--- src/sv/gyro_frame_parser_unit_macros.svh ---
// assertion macros for the gyro frame parser unit
// used by the top level; needs i_clk and i_rst_n in scope
`ifndef GYRO_FRAME_PARSER_UNIT_MACROS_SVH
`define GYRO_FRAME_PARSER_UNIT_MACROS_SVH

// same-cycle implication, checked out of reset
`define GFP_ASSERT_NOW(label, ante, cons, msg) \
    label: assert property (@(posedge i_clk) disable iff (!i_rst_n) (ante) |-> (cons)) \
        else $error(msg);

// next-cycle implication, checked out of reset
`define GFP_ASSERT_NEXT(label, ante, cons, msg) \
    label: assert property (@(posedge i_clk) disable iff (!i_rst_n) (ante) |=> (cons)) \
        else $error(msg);

`endif

--- src/sv/gfp_pkg.sv ---
// shared types and constants for the gyro frame parser
// no dependencies
`default_nettype none
package gfp_pkg;

    localparam int          PAYLOAD_BYTES = 9;
    localparam int          IDX_W         = 4;
    localparam logic [IDX_W-1:0] IDX_LAST = IDX_W'(PAYLOAD_BYTES - 1);

    localparam logic [7:0]  HDR_BYTE   = 8'h55;
    localparam logic [7:0]  TYPE_RATE  = 8'h52;
    localparam logic [7:0]  TYPE_ANGLE = 8'h53;

    localparam logic        KIND_RATE  = 1'b0;
    localparam logic        KIND_ANGLE = 1'b1;

    typedef enum logic [1:0] {
        PH_HUNT,
        PH_TYPE,
        PH_RATE,
        PH_ANGLE
    } t_phase;

    // one completed frame: kind, payload bytes 2..7 and the checksum byte
    typedef struct packed {
        logic       kind;
        logic [7:0] b2;
        logic [7:0] b3;
        logic [7:0] b4;
        logic [7:0] b5;
        logic [7:0] b6;
        logic [7:0] b7;
        logic [7:0] chk;
    } t_frame;

    typedef struct packed {
        logic full;
        logic empty;
    } t_q_status;

endpackage
`default_nettype wire

--- src/sv/gfp_front.sv ---
// front end: header hunt, type decode and payload capture
// depends on gfp_pkg
`default_nettype none
module gfp_front (
    input  wire logic                i_clk,
    input  wire logic                i_rst_n,
    input  wire logic                i_valid,
    output logic                     o_ready,
    input  wire logic [7:0]          i_rx_byte,
    input  wire gfp_pkg::t_q_status  i_q_status,
    output logic                     o_push,
    output gfp_pkg::t_frame          o_frame
);

    gfp_pkg::t_phase                 r_phase;
    gfp_pkg::t_phase                 n_phase;
    logic [gfp_pkg::IDX_W-1:0]       r_index;
    logic [gfp_pkg::IDX_W-1:0]       n_index;
    logic [7:0]                      r_store [2:7];
    logic                            w_in_payload;
    logic                            w_last;
    logic                            w_accept;

    assign w_in_payload = (r_phase == gfp_pkg::PH_RATE) || (r_phase == gfp_pkg::PH_ANGLE);
    assign w_last       = w_in_payload && (r_index == gfp_pkg::IDX_LAST);
    assign o_ready      = !(w_last && i_q_status.full);
    assign w_accept     = i_valid && o_ready;
    assign o_push       = w_accept && w_last;

    always_ff @(posedge i_clk) begin
        if (!i_rst_n) begin
            r_phase <= gfp_pkg::PH_HUNT;
            r_index <= '0;
        end else if (w_accept) begin
            r_phase <= n_phase;
            r_index <= n_index;
        end
    end

    always_comb begin
        n_phase = gfp_pkg::PH_HUNT;
        n_index = '0;
        case (r_phase)
            gfp_pkg::PH_TYPE: begin
                if (i_rx_byte == gfp_pkg::TYPE_RATE) begin
                    n_phase = gfp_pkg::PH_RATE;
                end else if (i_rx_byte == gfp_pkg::TYPE_ANGLE) begin
                    n_phase = gfp_pkg::PH_ANGLE;
                end
            end
            gfp_pkg::PH_RATE, gfp_pkg::PH_ANGLE: begin
                if (!w_last) begin
                    n_phase = r_phase;
                    n_index = r_index + gfp_pkg::IDX_W'(1);
                end
            end
            default: begin
                if (i_rx_byte == gfp_pkg::HDR_BYTE) begin
                    n_phase = gfp_pkg::PH_TYPE;
                end
            end
        endcase
    end

    // payload capture, only bytes that feed a result are kept
    always_ff @(posedge i_clk) begin
        for (int i = 2; i <= 7; i++) begin
            if (w_accept && w_in_payload && (r_index == gfp_pkg::IDX_W'(i))) begin
                r_store[i] <= i_rx_byte;
            end
        end
    end

    always_comb begin
        o_frame.kind = (r_phase == gfp_pkg::PH_ANGLE) ? gfp_pkg::KIND_ANGLE
                                                      : gfp_pkg::KIND_RATE;
        o_frame.b2   = r_store[2];
        o_frame.b3   = r_store[3];
        o_frame.b4   = r_store[4];
        o_frame.b5   = r_store[5];
        o_frame.b6   = r_store[6];
        o_frame.b7   = r_store[7];
        o_frame.chk  = i_rx_byte;
    end

endmodule
`default_nettype wire

--- src/sv/gfp_queue.sv ---
// small frame queue between front and back end
// depends on gfp_pkg
`default_nettype none
module gfp_queue #(
    parameter int DEPTH = 2
) (
    input  wire logic                i_clk,
    input  wire logic                i_rst_n,
    input  wire logic                i_push,
    input  wire gfp_pkg::t_frame     i_frame,
    input  wire logic                i_pop,
    output gfp_pkg::t_frame          o_frame,
    output gfp_pkg::t_q_status       o_status
);

    localparam int AW = (DEPTH > 1) ? $clog2(DEPTH) : 1;
    localparam int CW = $clog2(DEPTH + 1);

    gfp_pkg::t_frame  r_slot [DEPTH];
    logic [AW-1:0]    r_wr_ptr;
    logic [AW-1:0]    r_rd_ptr;
    logic [CW-1:0]    r_count;
    logic             w_do_push;
    logic             w_do_pop;

    assign o_status.full  = (r_count == CW'(DEPTH));
    assign o_status.empty = (r_count == '0);
    assign w_do_push      = i_push && !o_status.full;
    assign w_do_pop       = i_pop && !o_status.empty;
    assign o_frame        = r_slot[r_rd_ptr];

    always_ff @(posedge i_clk) begin
        if (!i_rst_n) begin
            r_wr_ptr <= '0;
            r_rd_ptr <= '0;
            r_count  <= '0;
        end else begin
            if (w_do_push) begin
                r_wr_ptr <= (r_wr_ptr == AW'(DEPTH - 1)) ? '0 : r_wr_ptr + AW'(1);
            end
            if (w_do_pop) begin
                r_rd_ptr <= (r_rd_ptr == AW'(DEPTH - 1)) ? '0 : r_rd_ptr + AW'(1);
            end
            case ({w_do_push, w_do_pop})
                2'b10:   r_count <= r_count + CW'(1);
                2'b01:   r_count <= r_count - CW'(1);
                default: r_count <= r_count;
            endcase
        end
    end

    always_ff @(posedge i_clk) begin
        if (w_do_push) begin
            r_slot[r_wr_ptr] <= i_frame;
        end
    end

endmodule
`default_nettype wire

--- src/sv/gfp_back.sv ---
// back end: checksum, raw word, heading and output register
// depends on gfp_pkg
`default_nettype none
module gfp_back (
    input  wire logic                i_clk,
    input  wire logic                i_rst_n,
    input  wire gfp_pkg::t_frame     i_frame,
    input  wire gfp_pkg::t_q_status  i_q_status,
    output logic                     o_pop,
    output logic                     o_valid,
    input  wire logic                i_ready,
    output logic                     o_frame_kind,
    output logic signed [15:0]       o_raw_value,
    output logic [15:0]              o_heading,
    output logic                     o_checksum_ok
);

    logic               r_valid;
    logic               r_kind;
    logic signed [15:0] r_raw;
    logic [15:0]        r_heading;
    logic               r_chk_ok;
    logic [7:0]         w_sum;
    logic [15:0]        w_word;
    logic [15:0]        w_heading;

    assign o_pop  = !i_q_status.empty && (!r_valid || i_ready);
    assign w_word = {i_frame.b5, i_frame.b4};

    always_comb begin
        if (i_frame.kind == gfp_pkg::KIND_ANGLE) begin
            w_sum = gfp_pkg::HDR_BYTE + gfp_pkg::TYPE_ANGLE + i_frame.b4 + i_frame.b5
                  + i_frame.b6 + i_frame.b7;
            w_heading = 16'd0 - w_word;
        end else begin
            w_sum = gfp_pkg::HDR_BYTE + gfp_pkg::TYPE_RATE + i_frame.b2 + i_frame.b3
                  + i_frame.b4 + i_frame.b5;
            w_heading = '0;
        end
    end

    always_ff @(posedge i_clk) begin
        if (!i_rst_n) begin
            r_valid <= 1'b0;
        end else if (o_pop) begin
            r_valid <= 1'b1;
        end else if (i_ready) begin
            r_valid <= 1'b0;
        end
    end

    always_ff @(posedge i_clk) begin
        if (o_pop) begin
            r_kind    <= i_frame.kind;
            r_raw     <= w_word;
            r_heading <= w_heading;
            r_chk_ok  <= (w_sum == i_frame.chk);
        end
    end

    assign o_valid       = r_valid;
    assign o_frame_kind  = r_kind;
    assign o_raw_value   = r_raw;
    assign o_heading     = r_heading;
    assign o_checksum_ok = r_chk_ok;

endmodule
`default_nettype wire

--- src/sv/gyro_frame_parser_unit.sv ---
// gyro frame parser top: front end, frame queue, back end
// one byte beat accepted per cycle unless stalled; a frame is 11 beats (header, type, 9 payload)
// the last payload beat writes the frame into the queue; the output register loads it when the output is free
// input stalls only on a last payload beat while the frame queue is full
// synchronous active-low reset returns to header search and empties queue and output
`default_nettype none
`include "gyro_frame_parser_unit_macros.svh"
module gyro_frame_parser_unit #(
    parameter int QUEUE_DEPTH = 2
) (
    input  wire logic          i_clk,
    input  wire logic          i_rst_n,
    input  wire logic          i_valid,
    output logic               o_ready,
    input  wire logic [7:0]    i_rx_byte,
    output logic               o_valid,
    input  wire logic          i_ready,
    output logic               o_frame_kind,
    output logic signed [15:0] o_raw_value,
    output logic [15:0]        o_heading,
    output logic               o_checksum_ok
);

    gfp_pkg::t_frame    w_push_frame;
    gfp_pkg::t_frame    w_head_frame;
    gfp_pkg::t_q_status w_q_status;
    logic               w_push;
    logic               w_pop;

    gfp_front u_front (
        .i_clk      (i_clk),
        .i_rst_n    (i_rst_n),
        .i_valid    (i_valid),
        .o_ready    (o_ready),
        .i_rx_byte  (i_rx_byte),
        .i_q_status (w_q_status),
        .o_push     (w_push),
        .o_frame    (w_push_frame)
    );

    gfp_queue #(
        .DEPTH (QUEUE_DEPTH)
    ) u_queue (
        .i_clk    (i_clk),
        .i_rst_n  (i_rst_n),
        .i_push   (w_push),
        .i_frame  (w_push_frame),
        .i_pop    (w_pop),
        .o_frame  (w_head_frame),
        .o_status (w_q_status)
    );

    gfp_back u_back (
        .i_clk         (i_clk),
        .i_rst_n       (i_rst_n),
        .i_frame       (w_head_frame),
        .i_q_status    (w_q_status),
        .o_pop         (w_pop),
        .o_valid       (o_valid),
        .i_ready       (i_ready),
        .o_frame_kind  (o_frame_kind),
        .o_raw_value   (o_raw_value),
        .o_heading     (o_heading),
        .o_checksum_ok (o_checksum_ok)
    );

    `GFP_ASSERT_NOW(a_push_on_beat, w_push, i_valid && o_ready, "queue push without input beat")
    `GFP_ASSERT_NOW(a_no_overflow, w_push, !w_q_status.full, "frame pushed into full queue")
    `GFP_ASSERT_NOW(a_rise_after_pop, $rose(o_valid), $past(w_pop), "result without queue pop")
    `GFP_ASSERT_NEXT(a_pop_gives_result, w_pop, o_valid, "queue pop did not load result")

endmodule
`default_nettype wire
--- config.mk ---
export PLATFORM = sky130hd
export DESIGN_NAME = gyro_frame_parser_unit
export DESIGN_NICKNAME = d
export VERILOG_FILES = /design/src/sv/gfp_pkg.sv /design/src/sv/gfp_front.sv /design/src/sv/gfp_queue.sv /design/src/sv/gfp_back.sv /design/src/sv/gyro_frame_parser_unit.sv
export VERILOG_INCLUDE_DIRS = /design/src /design/src/sv
export SDC_FILE = /design/constraint.sdc
export NUM_CORES = 1
export LEC_CHECK = 0
export BUFFER_PORTS_ARGS = -buffer_cell sky130_fd_sc_hd__buf_2
export CAP_MARGIN = 10
export CORE_UTILIZATION = 61
export CTS_BUF_LIST = sky130_fd_sc_hd__clkbuf_4 sky130_fd_sc_hd__clkbuf_8 sky130_fd_sc_hd__clkbuf_16
export CTS_CLUSTER_DIAMETER = 120
export DETAILED_ROUTE_END_ITERATION = 7
export PLACE_DENSITY = 0.89
export SKIP_CTS_REPAIR_TIMING = 1
export SLEW_MARGIN = 20
export SYNTH_ARGS = -nofsm -noshare
export SYNTH_HDL_FRONTEND = slang
export SYNTH_SLANG_ARGS = --single-unit
export TNS_END_PERCENT = 100
--- constraint.sdc ---
create_clock -name i_clk -period 5.5 [get_ports i_clk]
set_clock_uncertainty 0.2 [all_clocks]
set_input_delay 1.1 -clock i_clk [delete_from_list [all_inputs] [get_ports i_clk]]
set_output_delay 1.1 -clock i_clk [all_outputs]
set_load 0.1 [all_outputs]
==> impl_metrics.json, run 1 <==
{
  "status": "complete, no violations",
  "ant_nets": 0,
  "p_leak_nw": 3.728,
  "peakVddDrop_v": 0.0002598,
  "clk_pin_slew_ns": 0.07,
  "critPathMaxFanout": 24,
  "nets": 708,
  "wirelength_um": 17930,
  "core_area_um2": 14590,
  "setup_viol": 0,
  "synth_top_area_share": 0.6446,
  "cts_sinks": 208,
  "hp-class": "flip-flop to flip-flop",
  "grt_use_total": 0.2405,
  "drtIter0Drc": 394,
  "worst_pin_slew_ns": 0.9525,
  "drc": 0,
  "hold_viol_final": 0,
  "fp-row-count": 44,
  "num-fill-cells": 847,
  "drive_above_1_share": 0.1954,
  "tns_ns": 0,
  "cp-start-kind": "flip-flop",
  "synth_top_cell_by_area": "edfxtp_1",
  "rsz0062_at_grt": "false",
  "fin_crit_ns": 5.183,
  "synth_cell_types": 49,
  "worstSetupEndpointType": "flip-flop",
  "synth-warning-count": 0,
  "top_level_ports": 48,
  "antenna_found_initial": 0,
  "netlist_area_um2": 9130,
  "cts_inserted_buffers": 20,
  "synth_nets": 641,
  "floorplan.die.width_um": 124.3,
  "clockBufferDepth": 3,
  "wl_per_cell_um": 21.50,
  "die_y_um": 124.3,
  "route.vias.total": 4929,
  "grt_pass1_wl_um": 27900,
  "layout_common_cells": "edfxtp_1, inv_1, buf_2",
  "clockRootBuffer": "clkbuf_16",
  "via_per_inst": 5.910,
  "n_antenna_cell": 0,
  "mostFrequentLayoutCell": "edfxtp_1",
  "cp.required_ns": 5.64,
  "finalMaxSlewViolations": 0,
  "gr-total-overflow": 0,
  "yosys_register_bits": 208,
  "first_pass_iters": 4,
  "cap_violations": 0,
  "power_density_nw_per_um2": 524.0,
  "synth_edf_count": 196,
  "synth_seq_area_share": 0.6710,
  "synth_ff_type": "edfxtp_1",
  "synth.area.top_cells": "edfxtp_1, fa_1, ha_1, mux2i_1, xnor2_1",
  "synth-async-reset-ratio": 0,
  "area_delta_synth_final_pct": 14.40,
  "dp.final_hpwl_um": 11650,
  "cts_tree": "done",
  "grt_max_degree": 36,
  "avgSynthCellArea_um2": 16.05,
  "timing.hold.ws_ns": 0.2457,
  "post-route-period-util": 0.9423,
  "arrival_ns": 5.32,
  "die_area_um2": 15460,
  "syn_inst": 569,
  "gp_congestion": 0.8552,
  "start_util": 0.6258,
  "clock.fmax_mhz": 193.0,
  "port_buffers": 47,
  "htree_levels": 1,
  "critPathKind": "flip-flop to flip-flop",
  "grt_pass1_vias": 5126,
  "clock_latency_ns": 0.51,
  "slew_headroom": 0.3515
}
==> Yosys cell counts (5+ instances only) <==
master and instances:
mux2i_1 41, and2_1 11, or3_1 5, dfxtp_1 12, xor2_1 11, nand2_1 8
ha_1 33, edfxtp_1 196, clkbuf_1 5, buf_2 5, a21oi_1 7, nor2_1 29
fa_1 27, nor3_1 10, inv_1 50, mux2_2 18, o21ai_0 13, nand3_1 7
xnor2_1 30, nor3b_1 5
==> where the power goes <==
part	switching, mW	internal (mW)
registers	0.0378	1.81
logic	1.29	0.741
clock network	0.588	1.01
total	1.91	3.56
==> kinds of logic after synthesis <==
family	count (synthesis)	share of synthesized area
compound gates	44	0.03179
xor+xnor	41	0.03933
fa+ha+maj	60	0.1044
buf+inv	63	0.02768
flops	208	0.6710
mux	60	0.06962
simple gates	93	0.05619
==> state kept, by name, summed over array words and instances, names as in the netlist, named ones only <==
signal	count
u_queue.r_rd_ptr	1
u_back.o_checksum_ok	1
u_front.r_index	4
u_back.o_heading	16
u_queue.r_wr_ptr	1
u_back.o_raw_value	16
u_back.o_frame_kind	1
u_front.r_phase	2
u_front.r_store	48
u_queue.r_count	2
u_back.o_valid	1
u_queue.r_slot	114
==> worst paths after layout <==
path,endpoint,slack [ns],from,cells past startpoint
worst min register to register,u_queue.r_slot[1][34]$_DFFE_PP_,0.25,u_front.r_store[4][2]$_DFFE_PP_,0
worst min-delay path,u_queue.r_slot[1][34]$_DFFE_PP_,0.25,u_front.r_store[4][2]$_DFFE_PP_,0
worst max-delay path,u_back.o_checksum_ok$_DFFE_PP_,0.32,flip-flop,14
worst max register to register,u_back.o_checksum_ok$_DFFE_PP_,0.32,flip-flop,14
==> final cells by class <==
| cell class | count | area (um2) | area share |
|---|---|---|---|
| timing repair buffer | 57 | 310.3 | 0.02971 |
| multi-input combinational | 298 | 2799 | 0.2680 |
| tap | 184 | 230.2 | 0.02204 |
| sequential | 208 | 6127 | 0.5866 |
| clock buffer | 21 | 508.0 | 0.04863 |
| inverter | 51 | 193.9 | 0.01857 |
| clock inverter | 15 | 276.5 | 0.02647 |
==> metal layers <==
layer,up-vias,part of all wire,global-route usage
met4,0,0.040,0.1084
met5,-,0,0
met2,238,0.50,0.4124
li1,2210,-,-
met1,2425,0.39,0.3016
met3,56,0.066,0.03909
==> worst max-delay path: stages, from the launching register on <==
cell       delay, ns
dfxtp_2         0.73
buf_4           0.46
mux2_2          0.43
inv_1           0.15
fa_1            0.45
inv_1           0.10
fa_1            0.40
ha_1            0.30
ha_1            0.35
o21ai_0         0.13
o21bai_1        0.14
a2111oi_0       0.55
nor3_1          0.15
xnor2_1         0.19
nor4b_2         0.25
==> through the flow <==
step	instances	setup slack, ns	util	total power, mW	cell area [um2]
finish	834	0.3175	0.7160	5.474	10450
global route	834	0.02659	0.7160	5.699	10450
CTS	834	0.2226	0.7157	5.454	10440
detailed placement	798	0.4026	0.6619	3.811	9657
global placement	798	0.4345	0.6613	3.725	9648
floorplan	569	0.3774	-	3.418	9130
Power figures use the tool's default switching activity.
==> run 2: changes to the inputs <==
--- a/config.mk
+++ b/config.mk
@@ -8,13 +8,12 @@
 export LEC_CHECK = 0
 export BUFFER_PORTS_ARGS = -buffer_cell sky130_fd_sc_hd__buf_2
 export CAP_MARGIN = 10
-export CORE_UTILIZATION = 61
+export CORE_UTILIZATION = 65
 export CTS_BUF_LIST = sky130_fd_sc_hd__clkbuf_4 sky130_fd_sc_hd__clkbuf_8 sky130_fd_sc_hd__clkbuf_16
 export CTS_CLUSTER_DIAMETER = 120
 export DETAILED_ROUTE_END_ITERATION = 7
-export PLACE_DENSITY = 0.89
+export PLACE_DENSITY = 0.93
 export SKIP_CTS_REPAIR_TIMING = 1
-export SLEW_MARGIN = 20
 export SYNTH_ARGS = -nofsm -noshare
 export SYNTH_HDL_FRONTEND = slang
 export SYNTH_SLANG_ARGS = --single-unit
==> constraint.sdc (replaced) <==
create_clock -name i_clk -period 5.96 [get_ports i_clk]
set_clock_uncertainty 0.2 [all_clocks]
set_input_delay 1.192 -clock i_clk [delete_from_list [all_inputs] [get_ports i_clk]]
set_output_delay 1.192 -clock i_clk [all_outputs]
set_load 0.1 [all_outputs]
==> impl_metrics.json, run 2 (synthesis results as in run 1) <==
{
  "drc": 0,
  "place_inst": 787,
  "drtIter0Drc": 504,
  "wirelength_um": 17950,
  "largest-register": "u_queue.r_slot",
  "first_pass_iters": 5,
  "grt_use_total": 0.2593,
  "worstHoldEndpoint": "u_queue.r_slot[0][52]$_DFFE_PP_",
  "critical-path-top-delay-family": "adder cells",
  "via_per_inst": 6.038,
  "hold_viol_final": 0,
  "mostFrequentLayoutCell": "edfxtp_1",
  "die_y_um": 120.5,
  "ff2ff_path_depth": 12,
  "layout_common_cells": "edfxtp_1, inv_1, buf_2",
  "wl_per_cell_um": 21.78,
  "cts_inserted_buffers": 21,
  "cp_slowest_stage_delay_ns": 0.76,
  "cts_tree": "done",
  "min_from": "u_front.r_store[2][4]$_DFFE_PP_",
  "post-route-util": 0.7630,
  "cap_violations": 0,
  "fin_crit_ns": 5.360,
  "cp.required_ns": 6.08,
  "gr-total-overflow": 0,
  "n_antenna_cell": 0,
  "fp-row-count": 42,
  "crit_chain": "mux2i_1, ha_1, fa_1, fa_1, inv_1, ha_1, a211oi_1, o21bai_1, a2111oi_0, nor3_1, xnor2_1, nor4b_2",
  "multiInputGateArea_um2": 2786,
  "top_level_ports": 48,
  "stdcell_count": 824,
  "start_util": 0.6787,
  "reg_top3": "u_queue.r_slot (114), u_front.r_store (48)",
  "rr_endpoint": "u_back.o_checksum_ok$_DFFE_PP_",
  "die_area_um2": 14520,
  "path_buf_inv": 1,
  "cts_sinks": 208,
  "hp-class": "flip-flop to flip-flop",
  "floorplan.die.width_um": 120.5,
  "arrival_ns": 5.48,
  "largest_reg_flops": 114,
  "nets": 706,
  "grt_max_degree": 40,
  "clock_latency_ns": 0.49,
  "peakVddDrop_v": 0.0002942,
  "hold_depth": 0,
  "htree_levels": 1,
  "grt_pass1_vias": 5092,
  "setup_viol": 0,
  "num-fill-cells": 751,
  "tns_ns": 0,
  "route.vias.total": 4975,
  "drive_above_1_share": 0.1852,
  "gp_congestion": 0.8929,
  "core_area_um2": 13450,
  "ant_nets": 0,
  "status": "complete, no violations",
  "post-route-period-util": 0.8993,
  "cp-start-kind": "flip-flop",
  "area_delta_synth_final_pct": 12.43,
  "power_density_nw_per_um2": 466.3,
  "port_buffers": 47,
  "ff2ff_setup_slack_ns": 0.60,
  "rsz0062_at_grt": "false",
  "crit_slowest_cell": "mux2i_1",
  "clockBufferDepth": 3,
  "critPathKind": "flip-flop to flip-flop",
  "seq_area_um2": 6127,
  "antenna_found_initial": 0,
  "clock.fmax_mhz": 186.6,
  "grt_pass1_wl_um": 27660,
  "worstSetupEndpointType": "flip-flop",
  "clk_pin_slew_ns": 0.06,
  "finalMaxSlewViolations": 0,
  "critPathMaxFanout": 21,
  "slew_headroom": 0.1983,
  "dp.final_hpwl_um": 12220,
  "p_leak_nw": 3.648,
  "clockRootBuffer": "clkbuf_16",
  "worst_pin_slew_ns": 1.199
}
-- run 2: worst max path at each step --
stage / from / endpoint / slack [ns] / depth (start not counted)
detailed placement: flip-flop / u_back.o_checksum_ok$_DFFE_PP_ / 0.81 / 12
CTS: flip-flop / u_back.o_checksum_ok$_DFFE_PP_ / 0.71 / 12
global route: flip-flop / u_back.o_checksum_ok$_DFFE_PP_ / 0.30 / 12
floorplan: flip-flop / u_back.o_checksum_ok$_DFFE_PP_ / 0.84 / 18
finish: flip-flop / u_back.o_checksum_ok$_DFFE_PP_ / 0.60 / 12
global placement: flip-flop / u_back.o_checksum_ok$_DFFE_PP_ / 0.91 / 12
-- run 2: area by class of cell --
class / instances / area share
Clock buffer: 25 / 0.05412
Clock inverter: 12 / 0.009142
Inverter: 51 / 0.01889
Multi-Input combinational cell: 298 / 0.2715
Sequential cell: 208 / 0.5969
Tap cell: 176 / 0.02145
Timing Repair Buffer: 54 / 0.02804
-- run 2: through the flow --
stage | setup slack (ns) | power (mW) | hold slack (ns) | area [um2]
4_1_cts | 0.7094 | 4.777 | 0.2310 | 10260
2_1_floorplan | 0.8374 | 3.154 | 0.2215 | 9130
6_report | 0.6002 | 4.786 | 0.2361 | 10260
3_5_place_dp | 0.8120 | 3.513 | 0.2321 | 9615
5_1_grt | 0.2997 | 4.997 | 0.2417 | 10260
3_3_place_gp | 0.9113 | 3.430 | 0.2222 | 9608
-- run 2: report_power, final --
| group | leakage (nW) | internal, mW | switching (mW) | total, mW |
|---|---|---|---|---|
| Combinational | 1.46 | 0.675 | 1.17 | 1.85 |
| Sequential | 1.86 | 1.67 | 0.0324 | 1.70 |
| Clock | 0.323 | 0.712 | 0.524 | 1.24 |
-- run 2: worst register-to-register path: cells and delay by family, from the launching register on --
family,cells,cell delay [ns]
AOI/OAI and AO/OA,3,1.13
muxes,1,0.77
adders and majority gates,4,1.81
and+or+nand+nor,2,0.40
buffers and inverters,1,0.06
xor gates and xnor gates,1,0.16
DFF,1,0.66
-- run 2: layer usage --
layer | part of all wire | global-route usage | vias up | wire length [um]
met5 | 0 | 0 | - | 0
met4 | 0.031 | 0.09722 | 0 | 558
met3 | 0.073 | 0.04858 | 57 | 1309
met2 | 0.50 | 0.4260 | 229 | 8909
met1 | 0.40 | 0.3486 | 2479 | 7168
li1 | - | - | 2210 | -
